===== src/hw/rtl/rwc_pkg.sv =====
// ----------------------------------------------------------------------------
// rwc_pkg
// Shared widths, state codes and helpers for the running weighted
// two-dimensional mean and covariance accumulator.
// ----------------------------------------------------------------------------
package rwc_pkg;

	// default fraction bits of weights, means and moments
	localparam int FRAC_BITS_DEF = 16;

	// multiply-divide unit operand widths
	localparam int A_W = 64;   // multiplicand and quotient
	localparam int B_W = 49;   // multiplier and divisor (Z + w)

	// wide signed sum for moment updates before saturation
	localparam int SUM_W = 68;

	// moment width
	localparam int MOM_W = 48;

	// multiply-divide unit sequencer states
	typedef enum logic [1:0] {
		MD_IDLE,
		MD_MUL,
		MD_DIV
	} md_state_t;

	// top-level sequencer states
	typedef enum logic [1:0] {
		SQ_IDLE,
		SQ_ISSUE,
		SQ_WAIT,
		SQ_WRITE
	} sq_state_t;

	// operations issued to the shared unit, in order
	typedef enum logic [3:0] {
		OP_SDX,
		OP_SDY,
		OP_TVX,
		OP_TVY,
		OP_TCV,
		OP_PX,
		OP_CX,
		OP_PY,
		OP_CY,
		OP_PC,
		OP_CC
	} op_t;

	// control into the multiply-divide unit
	typedef struct packed {
		logic start;
		logic div_en;
	} md_ctrl_t;

	// status out of the multiply-divide unit
	typedef struct packed {
		logic busy;
		logic done;
	} md_stat_t;

	// clamp a wide signed sum to the signed moment range
	function automatic logic signed [MOM_W-1:0] sat_mom(input logic signed [SUM_W-1:0] v);
		logic signed [SUM_W-1:0] hi_lim;
		logic signed [SUM_W-1:0] lo_lim;
		hi_lim = SUM_W'({1'b0, {(MOM_W-1){1'b1}}});
		lo_lim = -hi_lim - SUM_W'(1);
		if (v > hi_lim) begin
			sat_mom = {1'b0, {(MOM_W-1){1'b1}}};
		end else if (v < lo_lim) begin
			sat_mom = {1'b1, {(MOM_W-1){1'b0}}};
		end else begin
			sat_mom = v[MOM_W-1:0];
		end
	endfunction

endpackage


===== src/hw/rtl/rwc_muldiv.sv =====
// ----------------------------------------------------------------------------
// rwc_muldiv
// Shared unit: floor(a*b/d) by a shift-add multiply of one multiplier bit
// per cycle, then a restoring divide of one quotient bit per cycle.
// With the divide skipped it returns the low product bits.
// ----------------------------------------------------------------------------
module rwc_muldiv (
	input  logic                      clk,
	input  logic                      arst_n,
	input  rwc_pkg::md_ctrl_t         ctrl,
	input  logic [rwc_pkg::A_W-1:0]   a,
	input  logic [rwc_pkg::B_W-1:0]   b,
	input  logic [rwc_pkg::B_W-1:0]   d,
	output rwc_pkg::md_stat_t         stat,
	output logic [rwc_pkg::A_W-1:0]   result
);
	import rwc_pkg::*;

	localparam int CNT_W = $clog2(A_W);
	localparam int P_W = A_W + 1 + B_W;

	md_state_t st_q, st_d;
	logic [CNT_W-1:0] cnt_q;
	logic [A_W-1:0] a_q;
	logic [B_W-1:0] d_q;
	logic div_q;
	logic [A_W:0] hi_q;
	logic [B_W-1:0] lo_q;
	logic [B_W-1:0] rem_q;
	logic [A_W-1:0] quo_q;
	logic done_q;

	logic mul_last;
	logic div_last;
	logic [A_W+1:0] mul_sum;
	logic [P_W-1:0] prod;
	logic [B_W:0] trial;
	logic ge;

	// datapath of one step
	assign mul_sum = {1'b0, hi_q} + (lo_q[0] ? {2'b00, a_q} : '0);
	assign prod = {hi_q, lo_q};
	assign trial = {rem_q, quo_q[A_W-1]};
	assign ge = trial >= {1'b0, d_q};
	assign mul_last = cnt_q == CNT_W'(B_W - 1);
	assign div_last = cnt_q == CNT_W'(A_W - 1);

	// state register
	always_ff @(posedge clk or negedge arst_n) begin
		if (!arst_n) begin
			st_q <= MD_IDLE;
		end else begin
			st_q <= st_d;
		end
	end

	// next state and status
	always_comb begin
		st_d = st_q;
		stat.busy = st_q != MD_IDLE;
		stat.done = done_q;
		unique case (st_q)
			MD_IDLE: begin
				if (ctrl.start) begin
					st_d = MD_MUL;
				end
			end
			MD_MUL: begin
				if (mul_last) begin
					st_d = div_q ? MD_DIV : MD_IDLE;
				end
			end
			MD_DIV: begin
				if (div_last) begin
					st_d = MD_IDLE;
				end
			end
			default: st_d = MD_IDLE;
		endcase
	end

	// done pulse and step counter
	always_ff @(posedge clk or negedge arst_n) begin
		if (!arst_n) begin
			done_q <= 1'b0;
			cnt_q <= '0;
		end else begin
			done_q <= (st_q == MD_MUL && mul_last && !div_q) || (st_q == MD_DIV && div_last);
			if (st_q == MD_IDLE || (st_q == MD_MUL && mul_last)) begin
				cnt_q <= '0;
			end else begin
				cnt_q <= cnt_q + CNT_W'(1);
			end
		end
	end

	// operand and partial result registers
	always_ff @(posedge clk) begin
		case (st_q)
			MD_IDLE: begin
				if (ctrl.start) begin
					a_q <= a;
					d_q <= d;
					div_q <= ctrl.div_en;
					hi_q <= '0;
					lo_q <= b;
				end
			end
			MD_MUL: begin
				hi_q <= mul_sum[A_W+1:1];
				lo_q <= {mul_sum[0], lo_q[B_W-1:1]};
				if (mul_last) begin
					// product bits above the low A_W seed the remainder
					rem_q <= mul_sum[A_W:A_W+1-B_W];
					quo_q <= {mul_sum[A_W-B_W:0], lo_q[B_W-1:1]};
				end
			end
			MD_DIV: begin
				rem_q <= ge ? B_W'(trial - {1'b0, d_q}) : trial[B_W-1:0];
				quo_q <= {quo_q[A_W-2:0], ge};
			end
			default: ;
		endcase
	end

	assign result = div_q ? quo_q : prod[A_W-1:0];

endmodule


===== config.mk =====
export PLATFORM = sky130hd
export DESIGN_NAME = rwc_muldiv
export DESIGN_NICKNAME = d
export VERILOG_FILES = /design/src/hw/rtl/rwc_pkg.sv /design/src/hw/rtl/rwc_muldiv.sv
export SDC_FILE = /design/constraint.sdc
export NUM_CORES = 1
export LEC_CHECK = 0
export ABC_AREA = 1
export BUFFER_PORTS_ARGS = -buffer_cell sky130_fd_sc_hd__buf_2
export CAP_MARGIN = 0
export CORE_MARGIN = 5
export CORE_UTILIZATION = 60
export CTS_CLUSTER_DIAMETER = 150
export DETAILED_ROUTE_END_ITERATION = 12
export PLACE_DENSITY_LB_ADDON = 0.1
export SYNTH_ARGS = -nofsm -noshare
export SYNTH_HDL_FRONTEND = slang
export SYNTH_SLANG_ARGS = --single-unit

===== constraint.sdc =====
create_clock -name clk -period 16.6 [get_ports clk]
set_input_delay 1.66 -clock clk [delete_from_list [all_inputs] [get_ports clk]]
set_output_delay 1.66 -clock clk [all_outputs]
set_load 0.03 [all_outputs]

-- Word level (Yosys, flattened, before mapping)
Cells that the tools add are included.
- register bits after elaboration: 350
- bits in latches: 0
- memory bits (writable): 0
- memory bits (read-only): 0
- output and inout port bits: 66
- logic and storage cells: 52
- memories kept: 0
- $add $sub $neg: 3
- $mul: 0
- divide/modulo/power cells: 0
- order comparisons: 1
- eq/ne operators: 7
- shift-type cells: 0
- mux-type cells: 17
- bitwise logic cells: 0
- reductions and logical operators: 14
- operators with widths (kind ; number):
    $pmux W49 S2 ; 2
    $mux W64 ; 3
    $mux W49 ; 3
    $pmux W65 S2 ; 1
    $pmux W64 S2 ; 1
    $add A65 B64 Y66 ; 1
    $mux W65 ; 1
    $ge A50 B49 Y1 ; 1
    $sub A49 B49 Y49 ; 1
    $eq A6 B6 Y1 const B ; 2
    $mux W2 ; 4
    $add A6 B1 Y6 const B ; 1
    $mux W6 ; 1
    $ne A2 B2 Y1 const B ; 3
    $pmux W2 S3 ; 1
    $reduce_and A2 Y1 ; 3
    $reduce_bool A2 Y1 ; 3
    $logic_and A1 B1 Y1 ; 3
    $reduce_and A3 Y1 ; 1
    $eq A2 B1 Y1 const B ; 1
    $eq A2 B2 Y1 const B ; 1
    $logic_not A2 Y1 ; 1
    $logic_or A1 B1 Y1 ; 2
    $logic_not A1 Y1 ; 1

-- Depth between registers and ports, before layout
Gate-level depths: netlist of the first run.
- word-level depth: 4
- depth in mapped cells: 21
- depth with buffers taken out: 19

-- Least setup slack after synthesis of the first run
No wires, ideal clock.
- path type: input to register
- start: in ctrl[1] in the netlist's numbering
- end: reg hi_q[0] (enable)
- library setup time: 625 ps
- arrival time: 7232 ps
- data required time: 15975 ps
- path slack: 8743 ps
- stages on the path: 2
- path through: inv_1 > a21oi_1
- cells in the longest elaborated chain, start to end: 2
- RTL lines (element ; line ; source):
    from (decl) ; rwc_muldiv.sv:10 ; input rwc_pkg::md_ctrl_t ctrl,
    $ne A2 B2 Y1 (no source line) ; - ;
    $reduce_and A2 Y1 (no source line) ; - ;
    to (signal assigned) ; rwc_muldiv.sv:110 ; hi_q <= mul_sum[A_W+1:1];
    to (decl) ; rwc_muldiv.sv:27 ; logic [A_W:0] hi_q;
Every way passes these cells.
A chain may end at the register's enable or synchronous reset.

-- Final worst setup path of the first run
- start: reg quo_q[63]
- end: reg rem_q[41], data pin
- cells in the longest elaborated chain, start to end: 3
- elaborated cells between the ends (all ways): 4
- classes of those cells: add/sub: 1; order compare: 1; mux: 2
- RTL lines (element ; line ; source):
    from (decl) ; rwc_muldiv.sv:30 ; logic [A_W-1:0] quo_q;
    from (signal assigned) ; rwc_muldiv.sv:115 ; quo_q <= {mul_sum[A_W-B_W:0], lo_q[B_W-1:1]};
    from (signal assigned) ; rwc_muldiv.sv:120 ; quo_q <= {quo_q[A_W-2:0], ge};
    $sub A49 B49 Y49 or $ge A50 B49 Y1 (tied branches) ; rwc_muldiv.sv:119, rwc_muldiv.sv:44 ;
    $mux W49 * ; rwc_muldiv.sv:119 ; rem_q <= ge ? B_W'(trial - {1'b0, d_q}) : trial[B_W-1:0];
    $pmux W49 S2 * ; rwc_muldiv.sv:99 ; case (st_q)
    to (signal assigned) ; rwc_muldiv.sv:114 ; rem_q <= mul_sum[A_W:A_W+1-B_W];
    to (signal assigned) ; rwc_muldiv.sv:119 ;
    to (decl) ; rwc_muldiv.sv:29 ; logic [B_W-1:0] rem_q;
Every way passes the cells marked *; elsewhere a longest branch is shown, timed or not.

==> summary.txt, run 1 <==
Via density - 5.57
F_max - 0.222 GHz
Post-Syn Area - 25,000 um^2
Capturing point of the worst reg2reg path - rem_q[41]$_DFFE_PP_
Clock Tree Root - clkbuf_16
Reg power frac - 30.6%
Slew @ Worst Pin - 1.23 ns
Synth async-reset ratio - 2.57%
Mapped Nets - 3,825
Vias in the first global route - 23,400
Final setup violation count - 0
CTS Sinks - 350
Required time worst endpoint - 16.92 ns
Hold slack - 0.488 ns
Overflow after GRT - 0
Cell Pwr Density - 171 nW/um^2
Row Count - 74
Prevailing post-synth register cell - edfxtp_1
First-pass GRT wire length - 125 mm
Hold Startpoint - cnt_q[0]$_DFF_PN0_
Pin count of the biggest net entering global routing - 110
Max incr delay on CP - 1.19 ns
Leading cell types in the layout, fill and taps excluded - nand2_1 (1,310), inv_1 (674), edfxtp_1 (341)
Critical-path cell list - inv_1 -> ha_1 -> inv_1 -> fa_1 -> nand3_1 -> nand3_2 -> nand2_1 -> nand2_2 -> nand2_2 -> nand3_2 -> nand2_2 -> nand2_1 -> nand2_1 -> nand2_1
Post-Synthesis Cells - 3,542
Width of the die - 214 um
Initial antenna violation count - 5
R2r startpoint - quo_q[63]$_DFFE_PP_
Core ar. - 41,000 um^2
Clock Latency Late Sink - 0.60 ns
Switch share - 46.6%
Hold path depth - 1
DR pass1 iterations - 6
Post-Place Cells - 4,236
#FFs+latches synth - 350
Worst EP arrival - 4.82 ns
Worst VDD drop - 0.000147 V
Headroom to the max-slew limit - 17.7%
RSZ-0062 raised after global routing - no
Layout fillers - 3,490
Initial drt markers - 2,510
Nets - 4,027
Clk_skew - 0.0372 ns
Slew Limit Fails - 0
# DRC - 0
CTS max path bufs - 3
Comb pwr share - 51.4%
Non-Filler Instances - 4,304
R2r setup slk - 12.10 ns
DR vias - 24,000
Antenna viol nets, final - 0
Final worst path period share - 27.1%
Die area - 45,800 um^2
Worst Path Buf+Inv - 2
Clk network pwr share - 18.0%
Post-CTS Hold Fix Bufs - 0
Pint - 0.00253 W
Max-cap check violation count - 0
Initial Utilization - 60.9%
Num CTS Buffers - 38
Register area - 10,500 um^2
CP Max Fanout - 50
Setup_tns - 0 ns
Post-synthesis sequential area ratio - 41.9%
Most frequent CP cell - nand2_1
Outcome - finished clean
Type of origin of the critical path - flop
Final Hold Viols - 0
Wire length per cell - 18.8 um
Number of flops mapped to enable cells by yosys - 341
Tmin final - 4.50 ns
Synth cell types - 42
CP delay by family, top - simple AND/OR/NAND/NOR gates
Crit Path Category - reg2reg
DIE HEIGHT - 214 um
Post-Route WL - 80.8 mm
Cells on worst reg2reg path - 14
Ratio of cells with drive above 1 in the final layout - 8.99%
Psw - 0.00221 W
Syn-to-layout area delta - 11.0%
Tot GR Track Use - 34.1%
Most common cell after layout, fill and taps aside - nand2_1
Post-Synthesis Mean Instance Area - 7.06 um^2
Worst setup EP type - flop
Hold Path Sink - cnt_q[0]$_DFF_PN0_
CTS tree - done
DP Wirelength - 62.0 mm
IO Count - 232
Resized Gates After CTS - 0
CTS HTree Levels - 2
Postcts setup bufs - 0
Total power - 0.00474 W
GP Congestion - 1.04
Min-delay worst type - reg2reg
Lkg Pwr - 14.5 nW
Port Buf Inserts - 231
Area of the multi-input gates - 11,500 um^2
Synth Warn # - 0
Reg clk slew, reported paths - 0.06 ns
Slowest CP cell - nand3_2
==> cell families after synthesis <==
family | after synthesis | synth area share, %
AND/OR/NAND/NOR | 1917 | 31.4
buffers and inverters | 767 | 12.0
flip-flops | 350 | 41.9
AO/OA/AOI/OAI | 340 | 6.99
adder cells (fa/ha/maj) | 117 | 5.92
XOR/XNOR | 51 | 1.79
==> layout make-up <==
type | count | area share, %
Inverter | 684 | 9.27
Clock buffer | 46 | 3.61
Tap cell | 532 | 2.40
Timing Repair Buffer | 245 | 4.55
Antenna cell | 1 | 0.00902
Multi-Input combinational cell | 2425 | 41.6
Clock inverter | 21 | 0.776
Sequential cell | 350 | 37.7
==> synth_stat cells (all sizes together), types with 4 or more instances <==
cell type,count,area share [%]
or2,9,0.23
o21bai,8,0.24
ha,115,5.8
o21ai,207,4.1
xor2,9,0.32
nand3,180,3.6
and2,8,0.20
nor3,20,0.42
dfrtp,9,0.90
nor2,284,4.4
xnor2,42,1.5
nor3b,4,0.12
buf,34,1.0
edfxtp,341,41
inv,681,10
a21oi,117,2.4
nor4,6,0.20
nand4,69,1.8
nand3b,16,0.48
clkbuf,49,0.74
nand2,1320,20
==> per-stage QoR <==
| stage | cell area (um^2) | util (%) | setup WS [ns] |
|---|---|---|---|
| 5_1_grt | 27700 | 67.6 | 11.83 |
| 6_report | 27700 | 67.6 | 12.10 |
| 3_5_place_dp | 26500 | 64.6 | 12.12 |
| 4_1_cts | 27700 | 67.6 | 12.17 |
| 3_3_place_gp | 26500 | 64.6 | 12.23 |
| 2_1_floorplan | 25000 | - | 8.74 |
==> per-layer routing <==
layer / vias up / routed length (um) / global-route usage, %
met1: 11000 / 31500 / 43.3
met5: - / 19 / 0
met2: 1229 / 38100 / 57.6
met4: 4 / 4430 / 16.8
met3: 225 / 6750 / 4.94
li1: 11500 / - / -
==> state kept, by name, indices dropped and copies added (netlist names) <==
| signal | cells |
|---|---|
| cnt_q | 6 |
| a_q | 64 |
| lo_q | 49 |
| div_q | 1 |
| d_q | 49 |
| done_q | 1 |
| st_q | 2 |
| hi_q | 65 |
| rem_q | 49 |
| quo_q | 64 |
==> power by group through the flow <==
stage,Sequential [W],Combinational [W],Clock (W)
after floorplan,0.00140,0.00171,0
after global placement,0.00144,0.00232,0
after detailed placement,0.00145,0.00236,0
after CTS,0.00144,0.00238,0.000860
after global routing,0.00147,0.00269,0.000898
final,0.00145,0.00244,0.000853
==> how the worst max path moves through the flow <==
| stage | startpoint | endpoint | slack (ns) | cells after the start |
|---|---|---|---|---|
| after detailed placement | quo_q[63]$_DFFE_PP_ | rem_q[46]$_DFFE_PP_ | 12.12 | 14 |
| final | quo_q[63]$_DFFE_PP_ | rem_q[41]$_DFFE_PP_ | 12.10 | 14 |
| after floorplan | ctrl[1] | hi_q[0]$_SDFFCE_PN0P_ | 8.74 | 2 |
| after global placement | quo_q[63]$_DFFE_PP_ | rem_q[46]$_DFFE_PP_ | 12.23 | 14 |
| after global routing | quo_q[63]$_DFFE_PP_ | rem_q[41]$_DFFE_PP_ | 11.83 | 14 |
| after CTS | quo_q[63]$_DFFE_PP_ | rem_q[46]$_DFFE_PP_ | 12.17 | 14 |
(Power assumes the default switching activity.)
==> run 2: changes to the inputs <==
clock period = 4.4 ns   (was 16.6 ns; I/O delays follow)
==> summary.txt, run 2 (same netlist as run 1, synthesis figures left out) <==
Outcome - finished clean
CP delay by family, top - simple AND/OR/NAND/NOR gates
Worst Path Buf+Inv - 3 (+1)
Initial drt markers - 2,747 (+9.4%)
DIE HEIGHT - 214 um (unchanged)
Slew @ Worst Pin - 1.07 ns (-0.164 ns)
Total power - 0.0181 W (+280%)
Worst setup EP type - flop
Lkg Pwr - 14.6 nW (+0.33%)
Min-delay worst type - in2reg
Slowest CP cell - edfxtp_1
Post-Route WL - 81.9 mm (+1.4%)
Setup_tns - 0 ns (unchanged)
Antenna viol nets, final - 0 (unchanged)
Initial antenna violation count - 3 (-2)
Via density - 5.59 (+0.47%)
Ratio of cells with drive above 1 in the final layout - 9.26% (+0.27 points)
DR vias - 24,100 (+0.61%)
Initial Utilization - 60.9% (unchanged)
Final setup violation count - 0 (unchanged)
Top Registers - hi_q x65, a_q x64, quo_q x64
Die area - 45,800 um^2 (unchanged)
IO Count - 232 (unchanged)
Most frequent CP cell - nand2_1
Headroom to the max-slew limit - 28.7% (+11 points)
DP Wirelength - 62.7 mm (+1.1%)
Required time worst endpoint - 4.73 ns (-12.19 ns)
DR pass1 iterations - 10 (+4)
Port Buf Inserts - 231 (unchanged)
Cell Pwr Density - 649 nW/um^2 (+280%)
RSZ-0062 raised after global routing - no
Top reg by flops - hi_q
Overflow after GRT - 0 (unchanged)
CTS Sinks - 350 (unchanged)
First-pass GRT wire length - 126 mm (+0.76%)
Final worst path period share - 88.0% (+61 points)
Type of origin of the critical path - flop
# DRC - 0 (unchanged)
Worst EP arrival - 4.20 ns (-0.62 ns)
Resized Gates After CTS - 0 (unchanged)
Critical-path cell list - nand2_1 -> inv_1 -> ha_1 -> inv_1 -> fa_1 -> inv_1 -> nand3_1 -> nand2_1 -> nand2_1 -> nand2_1 -> nand2_1 -> nand2_1 -> nand2_1 -> nand2_1 -> nand2_1 -> nand2_1 -> nand2_1 -> nand3_1 -> nand2_1
Core ar. - 41,000 um^2 (unchanged)
CTS tree - done
F_max - 0.258 GHz (+16%)
Reg clk slew, reported paths - 0.07 ns (about the same)
CP Max Fanout - 19 (-62%)
Leading cell types in the layout, fill and taps excluded - nand2_1 (1,310), inv_1 (674), edfxtp_1 (341)
Max-cap check violation count - 0 (unchanged)
GP Congestion - 1.05 (+0.87%)
Max reg flops - 65 (unchanged)
Most common cell after layout, fill and taps aside - nand2_1
Crit Path Category - reg2reg
Row Count - 74 (unchanged)
Syn-to-layout area delta - 11.4%
Width of the die - 214 um (unchanged)
Clk_skew - 0.0244 ns (-0.0128 ns)
Wire length per cell - 19.0 um (+1.2%)
Nets - 4,034 (+0.17%)
CTS max path bufs - 3 (unchanged)
Vias in the first global route - 23,100 (-1.5%)
CTS HTree Levels - 2 (unchanged)
Tmin final - 3.87 ns (-0.625 ns)
Final Hold Viols - 0 (unchanged)
Pin count of the biggest net entering global routing - 183 (+66%)
Max incr delay on CP - 0.90 ns (-0.29 ns)
Worst VDD drop - 0.000541 V (+270%)
Clock Latency Late Sink - 0.58 ns (-0.02 ns)
# diodes - 0 (-1)
Num CTS Buffers - 39 (+2.6%)
Slew Limit Fails - 0 (unchanged)
Tot GR Track Use - 34.5% (+0.32 points)
Clock Tree Root - clkbuf_16
-- run 2: cell types whose count changed in the layout (fill, tap and decap cells not counted), moves of 2 or more --
| cell | previous run | this run |
|---|---|---|
| clkinv_4 | 0 | 3 |
| inv_6 | 0 | 2 |
| inv_16 | 0 | 2 |
| clkbuf_8 | 2 | 0 |
| clkinv_8 | 2 | 0 |
| clkinv_1 | 12 | 4 |
| buf_12 | 0 | 6 |
| clkinvlp_4 | 0 | 3 |
| clkbuf_1 | 6 | 9 |
-- run 2: repair_timing --
item / 4_1_cts / 5_1_grt
hold endpoints to repair: 9 / 0
buffers inserted: 0 / 0
hold buffers: 1 / 0
-- run 2: final timing paths --
path	start	endpoint	slack [ns]	cells past startpoint
setup / recovery	lo_q[0]$_DFFE_PP_	rem_q[36]$_DFFE_PP_	0.53	19
hold / removal	a[4]	a_q[4]$_DFFE_PP_	0.03	1
setup reg to reg	lo_q[0]$_DFFE_PP_	rem_q[36]$_DFFE_PP_	0.53	19
hold reg to reg	cnt_q[0]$_DFF_PN0_	cnt_q[0]$_DFF_PN0_	0.49	1
max in group asynchronous	arst_n	cnt_q[5]$_DFF_PN0_	3.87	2
min in group asynchronous	arst_n	st_q[0]$_DFFE_PN0P_	0.29	2
-- run 2: worst reg2reg max path, cell delays in order, from the launching register on --
cell	delay, ns
edfxtp_1	0.90
nand2_1	0.11
inv_1	0.10
ha_1	0.29
inv_1	0.09
fa_1	0.42
inv_1	0.09
nand3_1	0.07
nand2_1	0.19
nand2_1	0.09
nand2_1	0.18
nand2_1	0.08
nand2_1	0.19
nand2_1	0.09
nand2_1	0.16
nand2_1	0.17
nand2_1	0.12
nand2_1	0.10
nand3_1	0.12
nand2_1	0.07
-- run 2: area by class of cell --
class / count / area (um^2)
sequential: 350 / 10500
fill: 3407 / 13200
inverter: 684 / 2570
multi-input combinational: 2425 / 11500
clock inverter: 20 / 204
clock buffer: 48 / 1010
tap: 532 / 666
timing repair buffer: 251 / 1380
-- run 2: routing by layer --
layer  up-vias  routed length, um  global-route usage [%]
met5         -                 40                       0
met4         6               3990                    14.4
met3       228               7510                    5.60
met2      1322              39100                    59.4
met1     11000              31300                    43.3
li1      11600                  -                       -
-- run 2: power by group --
group          total (W)  internal, W  switching [W]
sequential       0.00562      0.00493       0.000686
clock            0.00324      0.00178        0.00146
combinational    0.00921      0.00282        0.00639
-- run 2: through the flow --
step	instance area, um^2	setup slack, ns	utilization [%]	hold WS (ns)	std cells
3_3_place_gp	26600	0.827	64.9	0.303	4241
2_1_floorplan	25000	0.211	-	0.144	3542
5_1_grt	27800	0.319	67.9	0.0208	4310
6_report	27800	0.526	67.9	0.0333	4310
4_1_cts	27800	0.619	67.9	0.0162	4310
3_5_place_dp	26600	0.744	64.9	0.310	4241
